==> src/sv/bsm_pkg.sv <==
// Shared definitions for the bounded set with minimum block.
// Holds operation and status codes, defaults and the scan control struct.
// Used by every module of the block and by its checker.
package bsm_pkg;

  localparam int unsigned CAPACITY_DEF = 64;

  localparam int unsigned VAL_W   = 32;
  localparam int unsigned MODE_W  = 2;
  localparam int unsigned STAT_W  = 3;
  localparam int unsigned LIMIT_W = 7;
  localparam int unsigned OCNT_W  = 7;

  localparam logic [LIMIT_W-1:0] LIMIT_RESET = 7'd64;
  localparam logic [VAL_W-1:0]   EMPTY_MIN   = 32'hFFFF_FFFF;

  localparam logic [MODE_W-1:0] MODE_INSERT = 2'd0;
  localparam logic [MODE_W-1:0] MODE_REMOVE = 2'd1;
  localparam logic [MODE_W-1:0] MODE_QUERY  = 2'd2;

  localparam logic [STAT_W-1:0] ST_INSERTED  = 3'd0;
  localparam logic [STAT_W-1:0] ST_DUPLICATE = 3'd1;
  localparam logic [STAT_W-1:0] ST_FULL      = 3'd2;
  localparam logic [STAT_W-1:0] ST_REMOVED   = 3'd3;
  localparam logic [STAT_W-1:0] ST_NOTFOUND  = 3'd4;
  localparam logic [STAT_W-1:0] ST_QUERY     = 3'd5;

  typedef struct packed {
    logic clear;
    logic sample;
  } scan_ctl_t;

endpackage

==> src/sv/bsm_mem.sv <==
// Entry store: one write port and one read port with registered read data.
// Depends on bsm_pkg for the value width.
module bsm_mem
  import bsm_pkg::*;
#(
  parameter int unsigned DEPTH = CAPACITY_DEF,
  parameter int unsigned IDX_W = 6
) (
  input  logic             clk,
  input  logic             we,
  input  logic [IDX_W-1:0] waddr,
  input  logic [VAL_W-1:0] wdata,
  input  logic             re,
  input  logic [IDX_W-1:0] raddr,
  output logic [VAL_W-1:0] rdata
);

  logic [VAL_W-1:0] mem [DEPTH];

  always_ff @(posedge clk) begin
    if (we) begin
      mem[waddr] <= wdata;
    end
  end

  always_ff @(posedge clk) begin
    if (re) begin
      rdata <= mem[raddr];
    end
  end

endmodule

==> src/sv/bsm_scan.sv <==
// Scan accumulator: looks for the request value among the entries read
// one per cycle and keeps the smallest entry that differs from it.
// Depends on bsm_pkg for the control struct and the value width.
module bsm_scan
  import bsm_pkg::*;
#(
  parameter int unsigned IDX_W = 6
) (
  input  logic             clk,
  input  logic             rst,
  input  scan_ctl_t        ctl,
  input  logic [VAL_W-1:0] key,
  input  logic [VAL_W-1:0] rdata,
  input  logic [IDX_W-1:0] ridx,
  output logic             found,
  output logic [IDX_W-1:0] slot,
  output logic             have_min,
  output logic [VAL_W-1:0] min_val
);

  // Entries are distinct, so skipping the matching entry leaves exactly the
  // minimum of the set with that value taken out.
  always_ff @(posedge clk) begin
    if (rst || ctl.clear) begin
      found    <= 1'b0;
      have_min <= 1'b0;
    end else if (ctl.sample) begin
      if (rdata == key) begin
        found <= 1'b1;
      end else if (!have_min || ($signed(rdata) < $signed(min_val))) begin
        have_min <= 1'b1;
      end
    end
  end

  always_ff @(posedge clk) begin
    if (ctl.sample) begin
      if (rdata == key) begin
        slot <= ridx;
      end else if (!have_min || ($signed(rdata) < $signed(min_val))) begin
        min_val <= rdata;
      end
    end
  end

endmodule

==> src/sv/bounded_set_with_minimum.sv <==
// Bounded set of distinct signed 32-bit values with a minimum. Each request
// (s_tuser = operation, s_tdata = value) inserts, removes or only queries and
// yields one result with status, count, minimum (-1 when empty) and an empty
// flag. The block handles one request at a time: it reads every held entry
// from the entry memory at one entry per cycle (none when the set is empty),
// and a remove that finds its value then reads the last entry and moves it
// into the freed slot. A finished result waits in the output register while
// the next request is taken. The limit register is written through
// cfg_we/cfg_wdata; the user must write it only while no request is in
// flight, as the block itself does not enforce this. A limit above CAPACITY
// acts as CAPACITY.
module bounded_set_with_minimum
  import bsm_pkg::*;
#(
  parameter int unsigned CAPACITY = CAPACITY_DEF
) (
  input  logic                clk,
  input  logic                rst,
  input  logic                cfg_we,
  input  logic [LIMIT_W-1:0]  cfg_wdata,  // max_entries
  input  logic                s_tvalid,
  output logic                s_tready,
  input  logic [VAL_W-1:0]    s_tdata,    // [31:0] value
  input  logic [MODE_W-1:0]   s_tuser,    // [1:0] mode
  output logic                m_tvalid,
  input  logic                m_tready,
  output logic [39:0]         m_tdata,    // [6:0] entry_count, [38:7] minimum, [39] is_empty
  output logic [STAT_W-1:0]   m_tuser     // [2:0] status
);

  localparam int unsigned IDX_W = (CAPACITY > 1) ? $clog2(CAPACITY) : 1;
  localparam int unsigned CNT_W = $clog2(CAPACITY + 1);
  localparam int unsigned CMP_W = (CNT_W > LIMIT_W) ? CNT_W : LIMIT_W;

  localparam logic [2:0] S_IDLE    = 3'd0;
  localparam logic [2:0] S_SCAN    = 3'd1;
  localparam logic [2:0] S_SWAIT   = 3'd2;
  localparam logic [2:0] S_DECIDE  = 3'd3;
  localparam logic [2:0] S_MOVE_WR = 3'd4;
  localparam logic [2:0] S_DONE    = 3'd5;

  logic [2:0]         state, state_next;
  logic [LIMIT_W-1:0] max_entries;
  logic [CNT_W-1:0]   count, count_next;
  logic [MODE_W-1:0]  op_mode;
  logic [VAL_W-1:0]   key;
  logic [IDX_W-1:0]   scan_idx;
  logic [IDX_W-1:0]   samp_idx;
  logic               samp_vld;
  logic [STAT_W-1:0]  res_status, res_status_next;
  logic [VAL_W-1:0]   res_min, res_min_next;

  logic               mem_we, mem_re;
  logic [IDX_W-1:0]   mem_waddr, mem_raddr;
  logic [VAL_W-1:0]   mem_wdata, mem_rdata;

  scan_ctl_t          sctl;
  logic               found, have_min;
  logic [IDX_W-1:0]   slot;
  logic [VAL_W-1:0]   min_other;

  logic               accept, scan_last, full_now, incl_v, out_load;
  logic [CNT_W-1:0]   cnt_dec;
  logic [CMP_W-1:0]   cnt_x, max_x, cap_x, lim_x;

  assign accept    = s_tvalid && s_tready;
  assign s_tready  = (state == S_IDLE);
  assign scan_last = ((CNT_W'(scan_idx) + CNT_W'(1)) == count);
  assign cnt_dec   = count - CNT_W'(1);
  assign out_load  = (state == S_DONE) && (!m_tvalid || m_tready);

  assign cnt_x    = CMP_W'(count);
  assign max_x    = CMP_W'(max_entries);
  assign cap_x    = CMP_W'(CAPACITY);
  assign lim_x    = (max_x > cap_x) ? cap_x : max_x;
  assign full_now = (cnt_x >= lim_x);

  assign sctl.clear  = accept;
  assign sctl.sample = samp_vld;

  bsm_mem #(
    .DEPTH (CAPACITY),
    .IDX_W (IDX_W)
  ) u_mem (
    .clk   (clk),
    .we    (mem_we),
    .waddr (mem_waddr),
    .wdata (mem_wdata),
    .re    (mem_re),
    .raddr (mem_raddr),
    .rdata (mem_rdata)
  );

  bsm_scan #(
    .IDX_W (IDX_W)
  ) u_scan (
    .clk      (clk),
    .rst      (rst),
    .ctl      (sctl),
    .key      (key),
    .rdata    (mem_rdata),
    .ridx     (samp_idx),
    .found    (found),
    .slot     (slot),
    .have_min (have_min),
    .min_val  (min_other)
  );

  always_comb begin
    state_next      = state;
    count_next      = count;
    res_status_next = res_status;
    mem_we          = 1'b0;
    mem_waddr       = count[IDX_W-1:0];
    mem_wdata       = key;
    mem_re          = 1'b0;
    mem_raddr       = scan_idx;
    incl_v          = 1'b0;
    case (state)
      S_IDLE: begin
        if (accept) begin
          state_next = (count == '0) ? S_DECIDE : S_SCAN;
        end
      end
      S_SCAN: begin
        mem_re = 1'b1;
        if (scan_last) begin
          state_next = S_SWAIT;
        end
      end
      S_SWAIT: begin
        state_next = S_DECIDE;
      end
      S_DECIDE: begin
        state_next = S_DONE;
        case (op_mode)
          MODE_INSERT: begin
            if (full_now) begin
              res_status_next = ST_FULL;
              incl_v          = found;
            end else if (found) begin
              res_status_next = ST_DUPLICATE;
              incl_v          = 1'b1;
            end else begin
              res_status_next = ST_INSERTED;
              incl_v          = 1'b1;
              mem_we          = 1'b1;
              count_next      = count + CNT_W'(1);
            end
          end
          MODE_REMOVE: begin
            if (found) begin
              // Fetch the last entry; it fills the freed slot next cycle.
              res_status_next = ST_REMOVED;
              count_next      = cnt_dec;
              mem_re          = 1'b1;
              mem_raddr       = cnt_dec[IDX_W-1:0];
              state_next      = S_MOVE_WR;
            end else begin
              res_status_next = ST_NOTFOUND;
            end
          end
          default: begin
            res_status_next = ST_QUERY;
            incl_v          = found;
          end
        endcase
      end
      S_MOVE_WR: begin
        mem_we     = 1'b1;
        mem_waddr  = slot;
        mem_wdata  = mem_rdata;
        state_next = S_DONE;
      end
      S_DONE: begin
        if (out_load) begin
          state_next = S_IDLE;
        end
      end
      default: begin
        state_next = S_IDLE;
      end
    endcase
  end

  always_comb begin
    if (have_min) begin
      res_min_next = (incl_v && ($signed(key) < $signed(min_other))) ? key : min_other;
    end else begin
      res_min_next = incl_v ? key : EMPTY_MIN;
    end
  end

  always_ff @(posedge clk) begin
    if (rst) begin
      state       <= S_IDLE;
      count       <= '0;
      max_entries <= LIMIT_RESET;
      samp_vld    <= 1'b0;
      m_tvalid    <= 1'b0;
    end else begin
      state    <= state_next;
      count    <= count_next;
      samp_vld <= (state == S_SCAN);
      if (cfg_we) begin
        max_entries <= cfg_wdata;
      end
      if (out_load) begin
        m_tvalid <= 1'b1;
      end else if (m_tready) begin
        m_tvalid <= 1'b0;
      end
    end
  end

  always_ff @(posedge clk) begin
    samp_idx <= scan_idx;
    if (accept) begin
      op_mode  <= s_tuser;
      key      <= s_tdata;
      scan_idx <= '0;
    end else if (state == S_SCAN) begin
      scan_idx <= scan_idx + IDX_W'(1);
    end
    if (state == S_DECIDE) begin
      res_status <= res_status_next;
      res_min    <= res_min_next;
    end
    if (out_load) begin
      m_tuser       <= res_status;
      m_tdata[6:0]  <= OCNT_W'(count);
      m_tdata[38:7] <= res_min;
      m_tdata[39]   <= (count == '0);
    end
  end

endmodule

==> config.mk <==
export PLATFORM = sky130hd
export DESIGN_NAME = bounded_set_with_minimum
export DESIGN_NICKNAME = d
export VERILOG_FILES = /design/src/sv/bsm_pkg.sv /design/src/sv/bsm_mem.sv /design/src/sv/bsm_scan.sv /design/src/sv/bounded_set_with_minimum.sv
export SDC_FILE = /design/constraint.sdc
export NUM_CORES = 2
export LEC_CHECK = 0
export ABC_CLOCK_PERIOD_IN_PS = 4200
export BUFFER_PORTS_ARGS = -buffer_cell sky130_fd_sc_hd__buf_4
export CAP_MARGIN = 0
export CORE_ASPECT_RATIO = 0.9
export CORE_UTILIZATION = 35
export DETAILED_ROUTE_END_ITERATION = 16
export SLEW_MARGIN = 20
export SYNTH_ARGS = -nofsm -noshare
export SYNTH_HDL_FRONTEND = slang
export SYNTH_SLANG_ARGS = --single-unit
==> constraint.sdc <==
create_clock -name clk -period 4.2 [get_ports clk]
set_input_delay 0.42 -clock clk [delete_from_list [all_inputs] [get_ports clk]]
set_output_delay 0.42 -clock clk [all_outputs]
set_load 0.01 [all_outputs]
==> flow_summary.toml <==
[outcome]
status = "finished, violations left"
violations = "negative setup slack"

[setup_path]
cp-start-kind = "flop"
crit_required_ns = 4.82
r2r_start = "state[1]"
critPathMaxFanout = 76
crit_path_end_kind = "flop"
crit_path_start = "state[1]"
path_class = "flop to flop"
rr_worst_depth = 11
worstPathArrival_ns = 4.90

[logic_synthesis]
synth_top_area_cell = "edfxtp_1"
synth_xor_area_frac = 0.00519
synth-adder-area-share = 0.0102
ys_warn_count = 0
muxShareOfSynthArea = 0.0292
synth_top_area_frac = 0.746
synth_simple_gate_area_frac = 0.118
ys_top_cells_by_count = "2230 x edfxtp_1, 1439 x nand2_1, 780 x nand3_1, 293 x clkbuf_1, 292 x a21oi_1"
netlist_area_sq_um = 89700
synthArstFlopShare = 0
synth_top_family_by_area = "simple AND/OR/NAND/NOR gates"
ys_seq_area_frac = 0.754
yosysMostFrequentCell = "edfxtp_1"
synthFlopType = "edfxtp_1"
synth.distinct_cells = 64
ys_ff_latch = 2263
synth_cells = 6340
synth_area_leaders = "edfxtp_1 75%, nand2_1 6.0%, nand3_1 4.3%"
synth_compound_area_frac = 0.0637
synth_edf_count = 2230
mappedNetlistNets = 6459
synth_area_per_cell_sq_um = 14.2

[min_path]
min_path_cells = 2
hp-start = "s_tdata[2]"
hold_class = "input port to flop"

[sta]
skew_ns = 0.0827
relSlewSlack = 0.278
worstMarginPinSlew_ns = 1.08
hold_violations = 0
post-route-period-util = 1.02
worst_slack_ns = -0.0848
finalMaxSlewViolations = 0
finalSetupViolCount = 1
max_freq_ghz = 0.233
post-route-min-period_ns = 4.28
rsz0062_at_grt = "yes"
holdWs_ns = 0.276

[place]
post-dp-hpwl_mm = 155
dpl_worst_slack_ns = -0.200
io_buffers = 90
gp_congestion = 0.864
placed_cells = 9687

[global_route]
grt_first_pass_wirelength_mm = 379
overflow = 0
grtUsageTotal = 0.201
antenna_found_initial = 20
grt_max_degree = 118
grt_pass1_vias = 53482

[drt]
vias = 56548
drtIter0Drc = 7374
drt-vias-per-instance = 5.56
wl_per_cell_um = 26.2
totalWireLength_mm = 267
antenna_left = 0
dr.pass1.iters = 6
drc = 0

[pwr]
p_seq_frac = 0.466
switchingPower_mw = 17.0
pwr-share-clk = 0.341
vdd_drop_max_v = 0.000390
p_sw_frac = 0.296
power.leakage_nw = 34.5
p_int_mw = 40.5
powerDensity_nw_per_um2 = 545
combPwrFrac = 0.193

[floorplanning]
dieArea_sq_um = 258000
die_y_um = 482
rows = 175
start_util = 0.354
core-area_sq_um = 254000
dieWidth_um = 536
pin_count = 91

[clock_tree]
cts_root_buf = "clkbuf_16"
htreeDepth = 4
clock_sinks = 2263
clock_path_buffers = 3
cts.clk_slew.worst_paths_ns = 0.06
cts_tree = "yes"
cts_buffers = 220
clk_latency_ns = 0.87

[final_layout]
drive_gt1_frac = 0.125
final_cells = 10175
fin_nets = 6736
area_growth_pct = 17.5

[flow_run]
drv_cap = 0
## path summary, 6_finish.rpt
kind | slack (ns) | to
worst min register to register | 0.40 | u_scan.slot[4]
worst max register to register | -0.08 | u_mem.rdata[8]
worst max-delay path | -0.08 | u_mem.rdata[8]
worst min-delay path | 0.28 | key[2]
## cells in the final DEF (no fill, tap or decap), drive strengths merged, types with 21 or more instances in the layout
master | netlist | routed
a311oi | 127 | 127
edfxtp | 2230 | 2230
nand3 | 780 | 780
nand2 | 1439 | 1439
clkinv | 1 | 110
inv | 38 | 41
dlygate4sd3 | 0 | 59
ha | 73 | 73
dfxtp | 33 | 33
xnor2 | 42 | 42
a21oi | 292 | 292
mux2i | 262 | 262
clkbuf | 294 | 268
o21ai | 28 | 28
and4 | 33 | 33
bufinv | 0 | 21
nor2 | 98 | 98
buf | 120 | 408
a221oi | 257 | 257
o22a | 32 | 32
a21o | 21 | 21
## cell type report
type	count	area, sq um
timing repair buffer	468	5170
tap	3363	4210
antenna	8	20.0
inverter	39	146
multi-input combinational	3625	21100
clock inverter	142	1480
fill	22757	148000
sequential	2263	67600
clock buffer	267	5700
## per-layer routing
metal / up-vias / wire length, um / part of all wire / GRT usage
met4: 18 / 8070 / 0.030 / 0.0622
met1: 28598 / 113000 / 0.42 / 0.286
met2: 2866 / 118000 / 0.44 / 0.306
met3: 412 / 27900 / 0.10 / 0.0438
li1: 24654 / - / - / -
met5: - / 126 / 0.00047 / 0
## critical path: stages (launching register included)
cell and delay, ns:
dfxtp_1 0.52, nand3b_1 0.30, clkinv_1 0.22, a21oi_1 0.14
nor2_4 0.26, buf_12 0.29, buf_12 0.40, mux2i_1 0.23
a221oi_1 0.10, a311oi_1 0.71, nand3_1 0.45, and4_1 0.34
## logic make-up (layout without fill, tap and decap cells)
logic type | count (synthesis) | in the layout
AND/OR/NAND/NOR | 2443 | 2443
flip-flops | 2263 | 2263
AO/OA/AOI/OAI | 795 | 796
buffers and inverters | 453 | 916
multiplexers | 262 | 262
adder cells (fa/ha/maj) | 73 | 73
XOR/XNOR | 51 | 51
other | 0 | 8
## power by group through the flow
stage	Clock [mW]	Combinational, mW	Sequential (mW)
after floorplan	0	6.13	26.9
after global placement	0	10.6	27.2
after detailed placement	0	10.7	27.2
after CTS	19.9	10.9	26.8
after global routing	20.7	11.8	26.8
final	19.6	11.1	26.8
## flip-flops by register name, indices dropped and copies added (netlist names), 7 cells and up
register / cells
u_mem.rdata: 32
cnt_x: 7
u_mem.mem: 2048
u_scan.min_val: 32
key: 32
max_entries: 7
m_tdata: 40
res_min: 32
## timing repair
action                                  in CTS  in global routing
buffers inserted                             0                  8
gates resized for setup                      3                 11
hold buffers                                59                  0
endpoints found under the setup margin       3                 15
cloned                                       0                  2
pin swaps                                    0                  2
hold endpoints to repair                    53                  0
## stage by stage
step | cell area [sq um] | TNS [ns] | util | power (mW)
2_1_floorplan | 89700 | -268.63 | - | 33.1
3_3_place_gp | 97400 | -0.330 | 0.384 | 37.8
3_5_place_dp | 97400 | -0.348 | 0.384 | 38.0
4_1_cts | 105000 | 0 | 0.415 | 57.5
5_1_grt | 105000 | 0 | 0.415 | 59.3
6_report | 105000 | -0.0848 | 0.416 | 57.5
No activity file was read; power rests on OpenSTA's default activity.
